### src/lj_pkg.sv
// Shared types, constants and helpers for the Lennard-Jones pair force engine.
package lj_pkg;

    localparam int MAX_ATOMS   = 1024;
    localparam int ADDR_W      = $clog2(MAX_ATOMS);
    localparam int IDX_EXT_W   = 17;
    localparam int DIV_TOP_BIT = 56;

    typedef logic signed [47:0] t_q;

    localparam t_q Q_MAX  = 48'sh7FFF_FFFF_FFFF;
    localparam t_q Q_MIN  = 48'sh8000_0000_0000;
    localparam t_q Q_HALF = 48'sd8388608;
    localparam t_q Q_ONE  = 48'sd16777216;
    localparam t_q Q_C48  = 48'sd805306368;
    localparam t_q Q_C4   = 48'sd67108864;

    localparam logic [31:0] CUTOFF_RST = 32'd409600;
    localparam logic [23:0] WELL_RST   = 24'd65536;
    localparam logic [23:0] SIGMA_RST  = 24'd65536;

    typedef struct packed {
        t_q x;
        t_q y;
        t_q z;
    } t_vec3;

    typedef struct packed {
        t_q   val;
        logic ovf;
    } t_qres;

    typedef struct packed {
        logic start;
        t_q   a;
        t_q   b;
    } t_mul_req;

    typedef struct packed {
        logic done;
        t_q   val;
        logic ovf;
    } t_mul_rsp;

    typedef struct packed {
        logic        start;
        logic [49:0] divisor;
    } t_div_req;

    typedef struct packed {
        logic done;
        t_q   val;
        logic ovf;
    } t_div_rsp;

    typedef struct packed {
        logic              we;
        logic [ADDR_W-1:0] waddr;
        t_vec3             wdata;
        logic [ADDR_W-1:0] raddr;
    } t_mem_req;

    typedef enum logic [1:0] {
        ACT_PAIR,
        ACT_READ_ATOM,
        ACT_READ_TOTALS,
        ACT_NONE
    } t_action;

    typedef enum logic [1:0] {
        REG_CUTOFF,
        REG_WELL,
        REG_SIGMA,
        REG_NONE
    } t_reg;

    typedef enum logic [3:0] {
        ST_CLEAR,
        ST_IDLE,
        ST_DELTA,
        ST_SQUARE,
        ST_CHECK,
        ST_DIV,
        ST_MUL,
        ST_RD_I,
        ST_WR_I,
        ST_RD_J,
        ST_WR_J,
        ST_ATOM_RD,
        ST_ATOM_WR,
        ST_FINISH
    } t_state;

    typedef enum logic [3:0] {
        STEP_SR4,
        STEP_SR6_RAW,
        STEP_SR6,
        STEP_F_POLY,
        STEP_F_SR2,
        STEP_F_EPS,
        STEP_FORCE,
        STEP_E_POLY,
        STEP_E_EPS,
        STEP_ENERGY,
        STEP_VIRIAL,
        STEP_FX,
        STEP_FY,
        STEP_FZ
    } t_step;

    // Clamps a 49-bit sum back into the 48-bit range.
    function automatic t_qres sat_sum(input logic [48:0] s);
        t_qres r;
        r.ovf = s[48] ^ s[47];
        if (!r.ovf) begin
            r.val = s[47:0];
        end else if (s[48]) begin
            r.val = Q_MIN;
        end else begin
            r.val = Q_MAX;
        end
        return r;
    endfunction

endpackage

### src/lj_qmul.sv
// Multi-cycle saturating Q24.24 multiplier built on one shared 24x24 multiplier.
module lj_qmul (
    input  logic             i_clk,
    input  logic             i_rst_n,
    input  lj_pkg::t_mul_req i_req,
    output lj_pkg::t_mul_rsp o_rsp
);

    logic [2:0]  r_step;
    logic        r_done;
    logic [47:0] r_ua;
    logic [47:0] r_ub;
    logic        r_neg;
    logic [47:0] r_p;
    logic [47:0] r_hh;
    logic [49:0] r_acc;
    lj_pkg::t_q  r_val;
    logic        r_ovf;

    logic [23:0] op_x;
    logic [23:0] op_y;
    logic [47:0] prod;
    logic [50:0] m;
    logic [50:0] lim;
    logic        fin_ovf;
    lj_pkg::t_q  fin_val;

    always_comb begin
        case (r_step)
            3'd1: begin
                op_x = r_ua[47:24];
                op_y = r_ub[47:24];
            end
            3'd2: begin
                op_x = r_ua[47:24];
                op_y = r_ub[23:0];
            end
            3'd3: begin
                op_x = r_ua[23:0];
                op_y = r_ub[47:24];
            end
            3'd4: begin
                op_x = r_ua[23:0];
                op_y = r_ub[23:0];
            end
            default: begin
                op_x = 24'd0;
                op_y = 24'd0;
            end
        endcase
        prod = op_x * op_y;
        m    = {4'd0, r_hh[22:0], 24'd0} + {1'b0, r_acc};
        lim  = r_neg ? 51'h0_8000_0000_0000 : 51'h0_7FFF_FFFF_FFFF;
        // A high partial product of 2^23 or more already exceeds the range.
        fin_ovf = (|r_hh[47:23]) || (m > lim);
        if (fin_ovf) begin
            fin_val = r_neg ? lj_pkg::Q_MIN : lj_pkg::Q_MAX;
        end else begin
            fin_val = r_neg ? -m[47:0] : m[47:0];
        end
    end

    always_ff @(posedge i_clk) begin
        if (!i_rst_n) begin
            r_step <= 3'd0;
            r_done <= 1'b0;
        end else begin
            r_done <= (r_step == 3'd6);
            if (i_req.start) begin
                r_step <= 3'd1;
            end else if (r_step != 3'd0) begin
                r_step <= (r_step == 3'd6) ? 3'd0 : r_step + 3'd1;
            end
        end
    end

    always_ff @(posedge i_clk) begin
        if (i_req.start) begin
            r_ua  <= i_req.a[47] ? 48'(-i_req.a) : i_req.a;
            r_ub  <= i_req.b[47] ? 48'(-i_req.b) : i_req.b;
            r_neg <= i_req.a[47] ^ i_req.b[47];
        end
        if (r_step >= 3'd1 && r_step <= 3'd4) begin
            r_p <= prod;
        end
        case (r_step)
            3'd2: r_hh <= r_p;
            3'd3: r_acc <= {2'd0, r_p};
            3'd4: r_acc <= r_acc + {2'd0, r_p};
            3'd5: r_acc <= r_acc + {26'd0, r_p[47:24]};
            3'd6: begin
                r_val <= fin_val;
                r_ovf <= fin_ovf;
            end
            default: ;
        endcase
    end

    assign o_rsp.done = r_done;
    assign o_rsp.val  = r_val;
    assign o_rsp.ovf  = r_ovf;

endmodule

### config.mk
export PLATFORM = sky130hd
export DESIGN_NAME = lj_qmul
export DESIGN_NICKNAME = d
export VERILOG_FILES = /design/src/lj_pkg.sv /design/src/lj_qmul.sv
export SDC_FILE = /design/constraint.sdc
export NUM_CORES = 2
export LEC_CHECK = 0
export ABC_AREA = 1
export BUFFER_PORTS_ARGS = -buffer_cell sky130_fd_sc_hd__clkbuf_2
export CORE_AREA = 2 2 321 323
export DETAILED_ROUTE_END_ITERATION = 12
export DIE_AREA = 0 0 323 325
export SLEW_MARGIN = 20
export SYNTH_ARGS = -nofsm -noshare
export SYNTH_HDL_FRONTEND = slang
export SYNTH_SLANG_ARGS = --single-unit
export TNS_END_PERCENT = 50
### constraint.sdc
create_clock -name i_clk -period 11.5 [get_ports i_clk]
set_clock_uncertainty 0.05 [all_clocks]
set_input_delay 2.3 -clock i_clk [delete_from_list [all_inputs] [get_ports i_clk]]
set_output_delay 2.3 -clock i_clk [all_outputs]
set_load 0.03 [all_outputs]
==> flow_metrics.env <==
export IMPL_numCtsBuffers=35
export IMPL_hpwl_um=97500
export IMPL_drtAntennaViolNets=0
export IMPL_finalCritPeriodShare_pct=80.4
export IMPL_max_freq_ghz=0.108
export IMPL_num_rows=117
export IMPL_hp_class="reg2reg"
export IMPL_end_kind="flip-flop"
export IMPL_finalInstanceArea_um2=43900
export IMPL_cts_tree="done"
export IMPL_pwr_share_seq_pct=32.2
export IMPL_worstPathRequired_ns=11.76
export IMPL_ys_seq_area_share_pct=21.9
export IMPL_final_nets=6089
export IMPL_powerDensity_nw_per_um2=100
export IMPL_r2r_slack_ns=2.25
export IMPL_switching_power_uw=1790
export IMPL_finalWirelength_um=120000
export IMPL_post_drt_wl_per_cell_um=18.2
export IMPL_grt_pass1_vias=33500
export IMPL_io_buffer_count=148
export IMPL_min_from="r_p[12]"
export IMPL_initial_core_util_pct=39.8
export IMPL_synth_nets=6003
export IMPL_period_minus_slack_ns=9.25
export IMPL_die_height_um=325
export IMPL_cp_startpoint="r_step[0]"
export IMPL_maxSlewHeadroom_pct=21.8
export IMPL_drive_gt1_share_pct=7.07
export IMPL_fin_ws_ns=2.25
export IMPL_core_um2=101000
export IMPL_synth_cell_types=57
export IMPL_drt_iter0_drc=2425
export IMPL_cp_max_fo=28
export IMPL_grt_pass1_wl_um=191000
export IMPL_worstReg2RegStart="r_step[0]"
export IMPL_path_class="reg2reg"
export IMPL_crit_end="r_p[37]"
export IMPL_die_area_um2=105000
export IMPL_vias=33000
export IMPL_drc=0
export IMPL_status="finished clean"
export IMPL_n_fill_cell=10400
export IMPL_cpMostUsedCell="fa_1"
export IMPL_synthCells=5123
export IMPL_critPathSlowestCell="a32o_1"
export IMPL_worstReg2RegEnd="r_p[37]"
export IMPL_rsz0062_at_grt="no"
export IMPL_dp_worst_setup_slack_ns=2.26
export IMPL_grt_overflow=0
export IMPL_holdBufCountCts=0
export IMPL_p_sw_share_pct=40.9
export IMPL_finalHoldViolations=0
export IMPL_vdd_ir_drop_max_v=0.0000877
export IMPL_p_leak_uw=0.0230
export IMPL_ioPinCount=149
export IMPL_h_tree_depth=2
export IMPL_antenna_found_initial=1
export IMPL_avgViaCountPerCell=5.01
export IMPL_gr_usage_all_layers_pct=23.3
export IMPL_pwr_share_comb_pct=42.0
export IMPL_postCtsSetupRepairBufs=0
export IMPL_yosys_warnings=0
export IMPL_syn_to_final_growth_pct=8.73
export IMPL_synth_seq_cells=296
export IMPL_worstPathArrival_ns=9.51
export IMPL_tns_ns=0
export IMPL_place_congestion=0.966
export IMPL_cts_sinks=296
export IMPL_root_buffer="clkbuf_16"
export IMPL_seqCellArea_um2=8850
export IMPL_async_flop_share_pct=0
export IMPL_die_w_um=323
export IMPL_setup_violations_final=0
export IMPL_antenna_cells=0
export IMPL_grt_max_degree=79
export IMPL_max_cap_viol_count=0
export IMPL_ff2ff_path_depth=29
export IMPL_cp_slowest_stage_delay_ns=0.99
export IMPL_clk_latency_ns=0.60
export IMPL_path_clk_slew_ns=0.07
export IMPL_post_cts_resize_count=0
export IMPL_multi_input_area_um2=26300
export IMPL_syn_area_um2=40300
export IMPL_drv_slew=0
export IMPL_synth_edf_count=292
export IMPL_avgSynthCellArea_um2=7.88
export IMPL_cp_start_kind="flip-flop"
export IMPL_placed_cell_area_um2=42700
export IMPL_yosys_most_used_dff="edfxtp_1"
export IMPL_clockBufferDepth=3
export IMPL_first_pass_iters=6
export IMPL_clkPwrFrac_pct=25.8
export IMPL_worst_slew_pin_slew_ns=1.17
export IMPL_p_int_uw=2600
[flip-flops by register name (all words and copies together), names as in the netlist]
| name | count |
|---|---|
| r_neg | 1 |
| r_ua | 48 |
| r_hh | 48 |
| r_done | 1 |
| r_p | 48 |
| r_ub | 48 |
| r_val | 48 |
| r_acc | 50 |
| r_step | 3 |
| r_ovf | 1 |
[worst max-delay path: cells and delay by family, from the launching register on]
kind                       cells  cell delay (ns)
adders and majority gates      8             4.03
AOI/OAI and AO/OA              7             2.36
and+or+nand+nor                6             1.58
buffers and inverters          7             0.56
DFF                            1             0.30
xor gates and xnor gates       1             0.13
[metrics by stage]
step                utilization, %  cells  total power (uW)  hold WS (ns)
CTS                           43.3   6600              4410         0.383
global placement              42.2   6540              3250         0.380
global route                  43.3   6600              4700         0.411
finish                        43.3   6600              4390         0.374
floorplan                        -   5123              2670         0.376
detailed placement            42.2   6540              3270         0.382
[worst min path at each step]
stage                     cells after the start  slack (ns)       end
after floorplan                               0        0.38   r_hh[0]
after global placement                        0        0.38  r_hh[10]
after detailed placement                      0        0.38  r_hh[10]
after CTS                                     0        0.38  r_hh[12]
after global routing                          0        0.41  r_hh[12]
final                                         0        0.37  r_hh[12]
[cell usage in the layout (no fill, tap or decap), types with 36 or more instances in the layout]
cell	n
inv_1	1249
nand2_1	1224
fa_1	484
nor2_1	307
ha_1	297
edfxtp_1	292
a21oi_1	217
o21ai_0	190
clkbuf_2	147
nand3_1	143
xor2_1	127
buf_4	58
nor3_1	55
xnor2_1	55
nand4_1	48
nand2_2	38
clkbuf_16	36
[routing by layer]
layer,track usage (%),wire (um),up-vias
met5,0,0,-
met4,6.25,3290,0
met3,2.89,7180,166
met2,39.9,58400,1002
met1,30.9,51500,16000
li1,-,-,15900
[synth_stat cells (7+ instances only)]
master / count / area (um^2)
inv_1: 1249 / 4690
nand2_1: 1225 / 4600
fa_1: 484 / 9690
nor2_1: 310 / 1160
ha_1: 297 / 3720
edfxtp_1: 292 / 8770
a21oi_1: 217 / 1090
o21ai_0: 190 / 951
nand3_1: 143 / 716
xor2_1: 127 / 1110
buf_2: 85 / 425
clkbuf_1: 63 / 236
nor3_1: 55 / 275
xnor2_1: 55 / 482
nand4_1: 48 / 300
nand2_2: 38 / 238
a31oi_1: 25 / 156
a32o_1: 24 / 240
o22ai_1: 24 / 150
nor4_1: 23 / 144
a21o_1: 19 / 143
o21a_1: 12 / 90.1
o31ai_1: 12 / 90.1
o21bai_1: 11 / 82.6
or2_2: 11 / 68.8
nor2_2: 9 / 56.3
nand3b_1: 7 / 52.6
[kinds of logic (layout without fill, tap and decap cells)]
kind of cell	count (synthesis)	after routing	synth area share [%]
AOI/OAI and AO/OA	567	567	8.04
xor gates and xnor gates	183	183	3.99
adders and majority gates	781	781	33.2
buffers and inverters	1412	1521	13.6
DFF	296	296	21.9
and+or+nand+nor	1884	1884	19.2
[layout make-up]
cell class | count | share of cell area [%]
timing repair buffer | 205 | 2.67
sequential | 296 | 20.2
tap | 1368 | 3.90
multi-input combinational | 3415 | 59.9
clock inverter | 24 | 0.528
inverter | 1256 | 10.8
clock buffer | 36 | 2.05
[power groups by stage]
stage	clock [uW]	combinational, uW	sequential, uW
final	1130	1840	1410
after global routing	1190	2090	1420
after CTS	1160	1840	1420
after detailed placement	0	1830	1440
after global placement	0	1820	1440
after floorplan	0	1290	1390
No activity file was read; power rests on OpenSTA's default activity.
