File: src/lj_pkg.sv
// Shared types, constants and helpers for the Lennard-Jones pair force engine.
package lj_pkg;

    localparam int MAX_ATOMS   = 1024;
    localparam int ADDR_W      = $clog2(MAX_ATOMS);
    localparam int IDX_EXT_W   = 17;
    localparam int DIV_TOP_BIT = 56;

    typedef logic signed [47:0] t_q;

    localparam t_q Q_MAX  = 48'sh7FFF_FFFF_FFFF;
    localparam t_q Q_MIN  = 48'sh8000_0000_0000;
    localparam t_q Q_HALF = 48'sd8388608;
    localparam t_q Q_ONE  = 48'sd16777216;
    localparam t_q Q_C48  = 48'sd805306368;
    localparam t_q Q_C4   = 48'sd67108864;

    localparam logic [31:0] CUTOFF_RST = 32'd409600;
    localparam logic [23:0] WELL_RST   = 24'd65536;
    localparam logic [23:0] SIGMA_RST  = 24'd65536;

    typedef struct packed {
        t_q x;
        t_q y;
        t_q z;
    } t_vec3;

    typedef struct packed {
        t_q   val;
        logic ovf;
    } t_qres;

    typedef struct packed {
        logic start;
        t_q   a;
        t_q   b;
    } t_mul_req;

    typedef struct packed {
        logic done;
        t_q   val;
        logic ovf;
    } t_mul_rsp;

    typedef struct packed {
        logic        start;
        logic [49:0] divisor;
    } t_div_req;

    typedef struct packed {
        logic done;
        t_q   val;
        logic ovf;
    } t_div_rsp;

    typedef struct packed {
        logic              we;
        logic [ADDR_W-1:0] waddr;
        t_vec3             wdata;
        logic [ADDR_W-1:0] raddr;
    } t_mem_req;

    typedef enum logic [1:0] {
        ACT_PAIR,
        ACT_READ_ATOM,
        ACT_READ_TOTALS,
        ACT_NONE
    } t_action;

    typedef enum logic [1:0] {
        REG_CUTOFF,
        REG_WELL,
        REG_SIGMA,
        REG_NONE
    } t_reg;

    typedef enum logic [3:0] {
        ST_CLEAR,
        ST_IDLE,
        ST_DELTA,
        ST_SQUARE,
        ST_CHECK,
        ST_DIV,
        ST_MUL,
        ST_RD_I,
        ST_WR_I,
        ST_RD_J,
        ST_WR_J,
        ST_ATOM_RD,
        ST_ATOM_WR,
        ST_FINISH
    } t_state;

    typedef enum logic [3:0] {
        STEP_SR4,
        STEP_SR6_RAW,
        STEP_SR6,
        STEP_F_POLY,
        STEP_F_SR2,
        STEP_F_EPS,
        STEP_FORCE,
        STEP_E_POLY,
        STEP_E_EPS,
        STEP_ENERGY,
        STEP_VIRIAL,
        STEP_FX,
        STEP_FY,
        STEP_FZ
    } t_step;

    // Clamps a 49-bit sum back into the 48-bit range.
    function automatic t_qres sat_sum(input logic [48:0] s);
        t_qres r;
        r.ovf = s[48] ^ s[47];
        if (!r.ovf) begin
            r.val = s[47:0];
        end else if (s[48]) begin
            r.val = Q_MIN;
        end else begin
            r.val = Q_MAX;
        end
        return r;
    endfunction

endpackage

File: src/lj_div.sv
// Restoring divider that forms floor(2^56 / rsq) one quotient bit per cycle.
module lj_div (
    input  logic             i_clk,
    input  logic             i_rst_n,
    input  lj_pkg::t_div_req i_req,
    output lj_pkg::t_div_rsp o_rsp
);

    logic        r_busy;
    logic        r_done;
    logic [5:0]  r_cnt;
    logic [49:0] r_div;
    logic [50:0] r_rem;
    logic [56:0] r_q;

    logic [50:0] rem_sh;
    logic        ge;
    logic [50:0] n_rem;
    logic [56:0] n_q;

    always_comb begin
        // The dividend is a single one at the top bit.
        rem_sh = {r_rem[49:0], (r_cnt == 6'(lj_pkg::DIV_TOP_BIT))};
        ge     = rem_sh >= {1'b0, r_div};
        n_rem  = ge ? rem_sh - {1'b0, r_div} : rem_sh;
        n_q    = {r_q[55:0], ge};
    end

    always_ff @(posedge i_clk) begin
        if (!i_rst_n) begin
            r_busy <= 1'b0;
            r_done <= 1'b0;
        end else begin
            r_done <= 1'b0;
            if (i_req.start) begin
                r_busy <= 1'b1;
            end else if (r_busy && r_cnt == 6'd0) begin
                r_busy <= 1'b0;
                r_done <= 1'b1;
            end
        end
    end

    always_ff @(posedge i_clk) begin
        if (i_req.start) begin
            r_div <= i_req.divisor;
            r_cnt <= 6'(lj_pkg::DIV_TOP_BIT);
            r_rem <= '0;
            r_q   <= '0;
        end else if (r_busy) begin
            r_rem <= n_rem;
            r_q   <= n_q;
            r_cnt <= r_cnt - 6'd1;
        end
    end

    assign o_rsp.done = r_done;
    assign o_rsp.ovf  = |r_q[56:47];
    assign o_rsp.val  = o_rsp.ovf ? lj_pkg::Q_MAX : {1'b0, r_q[46:0]};

endmodule

File: config.mk
export PLATFORM = sky130hd
export DESIGN_NAME = lj_div
export DESIGN_NICKNAME = d
export VERILOG_FILES = /design/src/lj_pkg.sv /design/src/lj_div.sv
export SDC_FILE = /design/constraint.sdc
export NUM_CORES = 1
export LEC_CHECK = 0
export ABC_AREA = 1
export ABC_CLOCK_PERIOD_IN_PS = 4500
export BUFFER_PORTS_ARGS = -buffer_cell sky130_fd_sc_hd__buf_2
export CORE_ASPECT_RATIO = 1.4
export CORE_MARGIN = 4
export CORE_UTILIZATION = 30
export DETAILED_ROUTE_END_ITERATION = 12
export PLACE_DENSITY_LB_ADDON = 0.05
export SLEW_MARGIN = 10
export SYNTH_ARGS = -nofsm -noshare
export SYNTH_HDL_FRONTEND = slang
export SYNTH_SLANG_ARGS = --single-unit
File: constraint.sdc
create_clock -name i_clk -period 4.5 [get_ports i_clk]
set_input_delay 0.225 -clock i_clk [delete_from_list [all_inputs] [get_ports i_clk]]
set_output_delay 0.225 -clock i_clk [all_outputs]
set_load 0.01 [all_outputs]
==> results of run 1 <==
[critical path, cell delays in order, from the launching register on]
cell and delay (ns):
dfxtp_1 0.33, inv_1 0.06, ha_1 0.20, nand4_1 0.13, ha_1 0.29, inv_1 0.10
nand3_1 0.08, nand3_1 0.18, nand4_1 0.17, nand3_2 0.16, nand3_2 0.16, buf_4 0.60
nand2_1 0.40, nand2_1 0.28, nor2_1 0.08, nor2_1 0.12, nor2_1 0.05
[final timing paths]
kind	startpoint	endpoint	slack [ns]
max	r_cnt[0]	r_rem[35]	0.94
min	i_req[50]	r_div[12]	0.26
min reg2reg	r_cnt[0]	r_cnt[0]	0.47
max reg2reg	r_cnt[0]	r_rem[35]	0.94
[Yosys cell counts]
library cell,n
nor2_1,226
clkbuf_1,35
nand3_1,81
a21oi_4,1
nand3_2,12
inv_2,3
edfxtp_1,50
conb_1,1
o21ai_0,69
o21bai_1,6
nor2_2,4
xor2_1,25
nor3_1,7
buf_1,8
dfxtp_1,115
buf_4,2
nor3_4,1
or2_2,48
ha_1,51
a21o_1,4
nand2_1,498
clkinv_1,1
o21ai_1,1
nor4_1,3
nor2_4,2
fa_1,1
a31oi_1,1
nor3_2,1
a21oi_1,58
or3_1,2
buf_2,7
buf_6,4
buf_8,1
inv_1,298
o211ai_1,1
nand3b_1,13
xnor2_1,2
a21oi_2,5
nand4_1,63
and2_1,2
[metal layers]
layer / up-vias / global-route usage (%) / part of all wire, %
met5: - / 0 / 0
met4: 0 / 8.93 / 4.6
met1: 4931 / 20.8 / 40
met2: 207 / 35.6 / 53
met3: 77 / 2.54 / 2.8
li1: 5574 / - / -
[kinds of logic after synthesis]
family / after synthesis
AND/OR/NAND/NOR: 963
AO/OA/AOI/OAI: 146
XOR/XNOR: 27
adder cells (fa/ha/maj): 52
buffers and inverters: 359
flip-flops: 165
other: 1
[state kept, by name, summed over array words and instances, names as in the netlist]
name and cells:
r_rem 50, r_cnt 6, r_busy 1, r_div 50
r_done 1, r_q 57
[through the flow]
step / instance area, sq um / instances
final: 13100 / 2317
after global routing: 13100 / 2317
after CTS: 13100 / 2317
after detailed placement: 12000 / 2234
after global placement: 12000 / 2234
after floorplan: 11100 / 1713
[layout make-up]
type	instances	area, sq um	share of cell area (%)
clock inverter	14	134	1.03
sequential	165	3810	29.2
inverter	302	1130	8.69
clock buffer	18	429	3.29
multi-input combinational	1189	5880	45.0
timing repair buffer	162	1090	8.37
tap	467	584	4.47
[where the power goes]
part           internal, uW  total, uW  switching, uW
Combinational           232        597            365
Sequential             1610       1660           47.8
Clock                   735       1440            710
==> flow_summary.toml, run 1 <==
[clocking]
cts_buffers = 17
cts-root-buf = "clkbuf_16"
cts-htree-levels = 4
clk_latency_ns = 0.45
cts.sinks = 165
post_cts_buffers = 0
cts_tree = "yes"
path_clk_slew_ns = 0.08
postCtsHoldBufs = 51
clock_path_buffers = 2
ctsResizeCount = 0

[drt]
viasPerCell = 4.66
vias = 10800
wirelength_um = 37900
drc = 0
drtIter0Drc = 446
routedWlPerCell_um = 16.4
drt_pass1_iterations = 5
ant_nets = 0

[final_layout]
fin_util_pct = 35.7
final_cell_mix = "nand2_1 (498), inv_1 (297), nor2_1 (226), dfxtp_1 (114), buf_2 (100)"
nFillCells = 4103
area_growth_pct = 17.8
nets = 1942
layout-drive-gt1-share_pct = 12.0
antenna_cells = 0
final_common_cell = "nand2_1"

[synth]
yosysSeqAreaShare_pct = 34.3
ys_ff_latch = 165
synth_compound_area_share_pct = 7.12
synth_top_area_cell = "dfxtp_1"
synth.distinct_cells = 40
synth_top_area_share_pct = 20.8
syn-cell-area_sq_mm = 0.0111
synth_top_family_by_area = "simple AND/OR/NAND/NOR gates"
synth_mux_area_share_pct = 0
yosys.area_share.simple_pct = 37.8
synth_fa_ha_area_share_pct = 5.94
yosys_warnings = 0
syn-num-nets = 1818
synth_cells = 1713
synth_xor_area_share_pct = 2.13
synth.avg_cell_area_sq_um = 6.47
synth_area_leaders = "dfxtp_1 (21%), nand2_1 (17%), edfxtp_1 (14%)"

[sta]
layout_setup_ws_ns = 0.943
fin_crit_sh_pct = 79.0
rsz0062_at_grt = "false"
max_freq_ghz = 0.281
finalMaxSlewViolations = 0
fin_worst_skew_ns = 0.0165
setup_viol = 0
period_needed_ns = 3.56
hold_viol = 0
holdWs_ns = 0.265
slew_headroom_pct = 35.7
final.setup.tns_ns = 0
tightest_slew_ns = 0.964

[floorplan]
rows = 83
ios = 103
coreArea_sq_mm = 0.0366
fp.dieW_um = 170
start_util_pct = 30.3
die_h_um = 235
dieArea_sq_mm = 0.0401

[run]
cap_violations = 0

[pwr]
p_leak_uw = 0.00688
p_per_area_mw_per_mm2 = 284
p_total_uw = 3700
peakVddDrop_mv = 0.215

[critical_path]
reg2regPathDepth = 16
worstSetupPathType = "reg2reg"
cp_max_fo = 50
crit_arrival_ns = 3.87
start_kind = "flop"
worstPathRequired_ns = 4.81
cp-end-kind = "flop"

[place]
hpwl_um = 28700
place_worst_setup_slack_ns = 0.961
gp_congestion = 0.931
numPortBuffers = 101

[grt]
grt_pass1_vias = 11000
track_usage_pct = 19.0
grt_max_degree = 90
antenna_found_initial = 0
grt_overflow = 0
grt_pass1_wl_um = 59600

[worst_hold_path]
hold_depth = 1
hold_class = "in2reg"

[run_status]
outcome = "finished clean"
No activity file was read; power rests on OpenSTA's default activity.
==> run 2: changes to the inputs <==
- ABC_AREA: 1 -> 0
- ABC_CLOCK_PERIOD_IN_PS: 4500 -> 3100
- clock period: 4.5 -> 3.1 ns (I/O delays scaled with it)
==> flow_summary.toml, run 2 <==
[run_status]
outcome = "finished clean"

[grt]
grt_pass1_vias = 8742
antenna_found_initial = 0
track_usage_pct = 16.3
grt_max_degree = 131
grt_overflow = 0
grt_pass1_wl_um = 45900

[final_layout]
layout-drive-gt1-share_pct = 28.0
final_common_cell = "nor2_1"
top_register = "r_q"
antenna_cells = 0
final_cell_count_no_fill = 1675
final_cell_mix = "nor2_1 (122), dfxtp_1 (112), buf_4 (102), buf_2 (100), mux2i_1 (86)"
nets = 1372
fin_util_pct = 39.9
largest_register_ffs = 57
fin_area_sq_mm = 0.0126
reg.largest.list = "r_q x57, r_div x50, r_rem x50"
area_growth_pct = 31.4

[synth]
synth_cells = 1055
synth_top_area_cell = "dfxtp_1"
yosysSeqAreaShare_pct = 39.7
synth_top_area_share_pct = 24.0
ys_ff_latch = 165
syn-cell-area_sq_mm = 0.00959
ys_top_cells_by_count = "nor2_1 (122), dfxtp_1 (115), mux2i_1 (90), a21oi_1 (61), inv_1 (61)"
synth_area_leaders = "dfxtp_1 (24%), edfxtp_1 (16%), mux2i_1 (9.4%)"
yosysMostFrequentCell = "nor2_1"
synth_edf_count = 50
synth.distinct_cells = 64
synth.avg_cell_area_sq_um = 9.09
syn-num-nets = 1160
ys.flop_type = "dfxtp_1"
async_flop_share_pct = 0
yosys_warnings = 0

[drt]
drtIter0Drc = 307
drc = 0
vias = 8232
drt_pass1_iterations = 4
routedWlPerCell_um = 16.9
ant_nets = 0
wl_met1_um = 11500
dr_wl_met3_um = 713
wirelength_um = 28200
viasPerCell = 4.91
route.met2.wl_um = 15300
maxUsedRoutingLayer = "met4"

[place]
numPortBuffers = 101
gp_congestion = 0.863
placed_area_sq_mm = 0.0110
placed_cells = 1568
hpwl_um = 20600

[clocking]
cts.sinks = 165
cts_buffers = 17
cts-htree-levels = 4
clock_path_buffers = 2
cts_tree = "yes"
path_clk_slew_ns = 0.07
cts-root-buf = "clkbuf_16"
clk_latency_ns = 0.45

[sta]
rsz0062_at_grt = "true"
finalMaxSlewViolations = 0
setup_viol = 0
final.setup.tns_ns = 0
fin_crit_sh_pct = 96.6
slew_headroom_pct = 54.3
max_freq_ghz = 0.334
period_needed_ns = 2.99
fin_worst_skew_ns = 0.0138
hold_viol = 0
tightest_slew_ns = 0.686

[critical_path]
crit_path_max_incr_delay_ns = 0.47
cp-end-kind = "flop"
rr_endpoint = "r_rem[2]"
path_cells = "inv_1 -> ha_2 -> nand4_1 -> or4_4 -> a211oi_2 -> nor3_2 -> o21ai_4 -> a31oi_4 -> buf_12 -> buf_12 -> or3_1 -> a311oi_1"
crit_arrival_ns = 3.35
cp_max_fo = 7
start_kind = "flop"
reg2regPathDepth = 12
r2r_start = "r_div[26]"
cp_top_family = "simple AND/OR/NAND/NOR gates"
crit_top_cell = "buf_12"
path_buf_inv = 3
worstSetupPathType = "reg2reg"
critPathSlowestCell = "or4_4"
worstPathRequired_ns = 3.45
rrSetupSlack_ns = 0.11

[pwr]
p_sw_share_pct = 29.7
intPower_uw = 4070
power_switching_uw = 1720
pwr-share-seq_pct = 41.2
peakVddDrop_mv = 0.284
comb_power_share_pct = 22.1
p_total_uw = 5800
p_per_area_mw_per_mm2 = 460
p_leak_uw = 0.00578
clkPwrFrac_pct = 36.7

[floorplan]
die_h_um = 220
ios = 103
dieArea_sq_mm = 0.0349
rows = 77
coreArea_sq_mm = 0.0316
fp.dieW_um = 159
start_util_pct = 30.3

[worst_hold_path]
hold_path_startpoint = "i_req[50]"
hold_class = "in2reg"
min_to = "r_rem[13]"
hold_depth = 2

[run]
cap_violations = 0
-- run 2: worst max path at each step --
stage	depth (start not counted)	to	from
finish	12	r_rem[2]	r_div[26]
global route	15	r_rem[2]	r_cnt[1]
CTS	14	r_rem[0]	r_cnt[0]
detailed placement	14	r_rem[44]	r_cnt[0]
global placement	15	r_rem[24]	r_cnt[0]
floorplan	14	r_rem[34]	r_cnt[0]
-- run 2: power groups by stage --
stage | clock (uW) | sequential, uW | combinational (uW)
after detailed placement | 0 | 2430 | 1140
final | 2130 | 2390 | 1280
after CTS | 2220 | 2390 | 1220
after global routing | 2290 | 2400 | 1420
after global placement | 0 | 2430 | 1150
after floorplan | 0 | 2410 | 742
-- run 2: area by class of cell --
cell class	count	area, sq um
fill	3275	19000
multi-input combinational	759	5540
tap	395	494
clock inverter	9	73.8
inverter	61	229
clock buffer	23	500
sequential	165	3810
timing repair buffer	263	1960
-- run 2: per-stage QoR --
stage	hold WS [ns]	worst slack, ns
after floorplan	0.254	0.285
final	0.0772	0.105
after detailed placement	0.333	-0.304
after CTS	0.0779	-0.0174
after global placement	0.332	-0.224
after global routing	0.0850	-0.0731
-- run 2: kinds of logic (layout without fill, tap and decap cells) --
group | after synthesis | count (layout) | share of synthesized area, %
AND/OR/NAND/NOR | 324 | 324 | 16.5
AO/OA/AOI/OAI | 241 | 241 | 16.9
flip-flops | 165 | 165 | 39.7
buffers and inverters | 131 | 356 | 5.94
multiplexers | 91 | 91 | 9.51
adder cells (fa/ha/maj) | 52 | 52 | 6.86
XOR/XNOR | 50 | 50 | 4.57
other | 1 | 1 | 0.0391
-- run 2: metal layers --
| metal | vias to the layer above | global-route usage [%] |
|---|---|---|
| li1 | 4175 | - |
| met1 | 3889 | 17.6 |
| met2 | 131 | 31.6 |
| met3 | 37 | 2.54 |
| met4 | 0 | 6.54 |
| met5 | - | 0 |
-- run 2: repair_timing --
| action | in CTS | in global routing |
|---|---|---|
| hold endpoints to repair | 52 | 0 |
| setup buffers | 14 | 11 |
| hold buffers | 51 | 0 |
| resized for setup | 14 | 58 |
| setup endpoints to repair | 31 | 49 |
| cloned | 0 | 1 |
| pin swaps | 7 | 27 |
==> run 3: changes to the inputs <==
--- a/config.mk
+++ b/config.mk
@@ -8,4 +8,3 @@
 export ABC_AREA = 0
-export ABC_CLOCK_PERIOD_IN_PS = 3100
-export BUFFER_PORTS_ARGS = -buffer_cell sky130_fd_sc_hd__buf_2
+export ABC_CLOCK_PERIOD_IN_PS = 3250
 export CORE_ASPECT_RATIO = 1.4
@@ -14,2 +13,3 @@
 export DETAILED_ROUTE_END_ITERATION = 12
+export DONT_BUFFER_PORTS = 1
 export PLACE_DENSITY_LB_ADDON = 0.05
==> constraint.sdc (replaced) <==
create_clock -name i_clk -period 3.25 [get_ports i_clk]
set_input_delay 0.325 -clock i_clk [delete_from_list [all_inputs] [get_ports i_clk]]
set_output_delay 0.325 -clock i_clk [all_outputs]
set_load 0.01 [all_outputs]
==> flow_summary.toml, run 3 (same netlist as run 2, synthesis figures left out) <==
[final_layout]
layout-drive-gt1-share_pct = 16.8
area_growth_pct = 21.2
reg.largest.list = "r_q x57, r_div x50, r_rem x50"
final_cell_mix = "nor2_1 (122), dfxtp_1 (112), mux2i_1 (90), buf_4 (71), inv_1 (59)"
nets = 1240
largest_register_ffs = 57
final_common_cell = "nor2_1"
nFillCells = 3333
antenna_cells = 0
final_cell_count_no_fill = 1543
top_register = "r_q"

[pwr]
p_sw_share_pct = 30.4
comb_power_share_pct = 20.9
p_leak_uw = 0.00513
p_total_uw = 5320
intPower_uw = 3700
p_per_area_mw_per_mm2 = 458
power_switching_uw = 1620
peakVddDrop_mv = 0.289
pwr-share-seq_pct = 42.7
clkPwrFrac_pct = 36.4

[place]
numPortBuffers = 0
placed_cells = 1448
gp_congestion = 0.816
hpwl_um = 19700

[grt]
antenna_found_initial = 0
grt_pass1_wl_um = 44100
grt_pass1_vias = 8217
grt_overflow = 0
grt_max_degree = 128
track_usage_pct = 15.8

[clocking]
path_clk_slew_ns = 0.07
clock_path_buffers = 2
cts.sinks = 165
cts_buffers = 17
cts-root-buf = "clkbuf_16"
clk_latency_ns = 0.45
cts-htree-levels = 4
cts_tree = "yes"

[drt]
ant_nets = 0
routedWlPerCell_um = 17.8
viasPerCell = 5.01
wl_met1_um = 11200
dr_wl_met3_um = 697
vias = 7723
drtIter0Drc = 301
wirelength_um = 27500
maxUsedRoutingLayer = "met4"
route.met2.wl_um = 15100
drt_pass1_iterations = 4
drc = 0

[floorplan]
die_h_um = 220
coreArea_sq_mm = 0.0316
start_util_pct = 30.3
fp.dieW_um = 159
dieArea_sq_mm = 0.0349
rows = 77
ios = 103

[sta]
period_needed_ns = 3.07
setup_viol = 0
hold_viol = 0
holdWs_ns = 0.0398
slew_headroom_pct = 58.6
max_freq_ghz = 0.326
fin_worst_skew_ns = 0.0119
finalMaxSlewViolations = 0
fin_crit_sh_pct = 94.3
tightest_slew_ns = 0.621

[critical_path]
start_kind = "flop"
cp_max_fo = 6
worstPathRequired_ns = 3.60
worstSetupPathType = "reg2reg"
crit_arrival_ns = 3.41
cp-end-kind = "flop"

[run_status]
outcome = "finished clean"

[run]
cap_violations = 0

[worst_hold_path]
hold_class = "in2reg"
==> run 3: cell types whose count changed in the layout (fill, tap and decap cells not counted), sizes merged <==
cell	change
buf	-132
clkinv	+6
clkbuf	-5
inv	-2
clkinvlp	+1
==> run 3: layout make-up <==
type | count | area (sq um) | area share (%)
tap | 395 | 494 | 4.25
sequential | 165 | 3810 | 32.8
clock buffer | 18 | 429 | 3.69
clock inverter | 14 | 116 | 1.00
timing repair buffer | 131 | 1210 | 10.4
inverter | 61 | 229 | 1.97
multi-input combinational | 759 | 5330 | 45.8
==> run 3: what timing repair did <==
action,4_1_cts,5_1_grt
setup endpoints to repair,15,49
gates resized for setup,6,29
hold buffers,53,0
endpoints found under the hold margin,178,0
pin swaps,2,16
cloned,0,1
buffers inserted,0,9
==> run 3: worst paths after layout <==
| kind | slack, ns | cells past startpoint | from | end |
|---|---|---|---|---|
| max | 0.18 | 12 | r_div[22] | r_rem[44] |
| min | 0.04 | 1 | i_rst_n | r_done |
| max reg2reg | 0.18 | 12 | r_div[22] | r_rem[44] |
| min reg2reg | 0.48 | 2 | r_cnt[0] | r_cnt[0] |
==> run 3: metal layers <==
| layer | vias up | global-route usage (%) |
|---|---|---|
| li1 | 3906 | - |
| met1 | 3670 | 17.1 |
| met3 | 26 | 2.86 |
| met4 | 0 | 5.09 |
| met5 | - | 0 |
| met2 | 121 | 31.1 |
==> run 3: power groups by stage <==
stage	Combinational (uW)	Sequential, uW	Clock [uW]
3_5_place_dp	997	2320	0
4_1_cts	1100	2280	2020
6_report	1110	2270	1940
3_3_place_gp	1010	2320	0
2_1_floorplan	708	2300	0
5_1_grt	1230	2290	2090
==> run 3: stage by stage <==
stage | cell area (sq um) | setup WS [ns] | setup TNS, ns | utilization (%)
5_1_grt | 11600 | -0.0175 | -0.0339 | 36.8
2_1_floorplan | 9590 | 0.435 | 0 | -
3_5_place_dp | 10300 | -0.246 | -1.51 | 32.6
6_report | 11600 | 0.184 | 0 | 36.8
3_3_place_gp | 10300 | -0.137 | -0.644 | 32.6
4_1_cts | 11400 | 0.00103 | 0 | 36.2
==> run 3: critical path: stages (launching register included) <==
cell and delay [ns]:
edfxtp_1 0.32, inv_1 0.04, ha_1 0.38, and3_1 0.23
a221oi_1 0.33, o21ai_1 0.15, a222oi_1 0.42, buf_4 0.19
nand3b_1 0.08, o21ai_2 0.27, mux2i_1 0.22, nor4_1 0.07
a221o_1 0.25
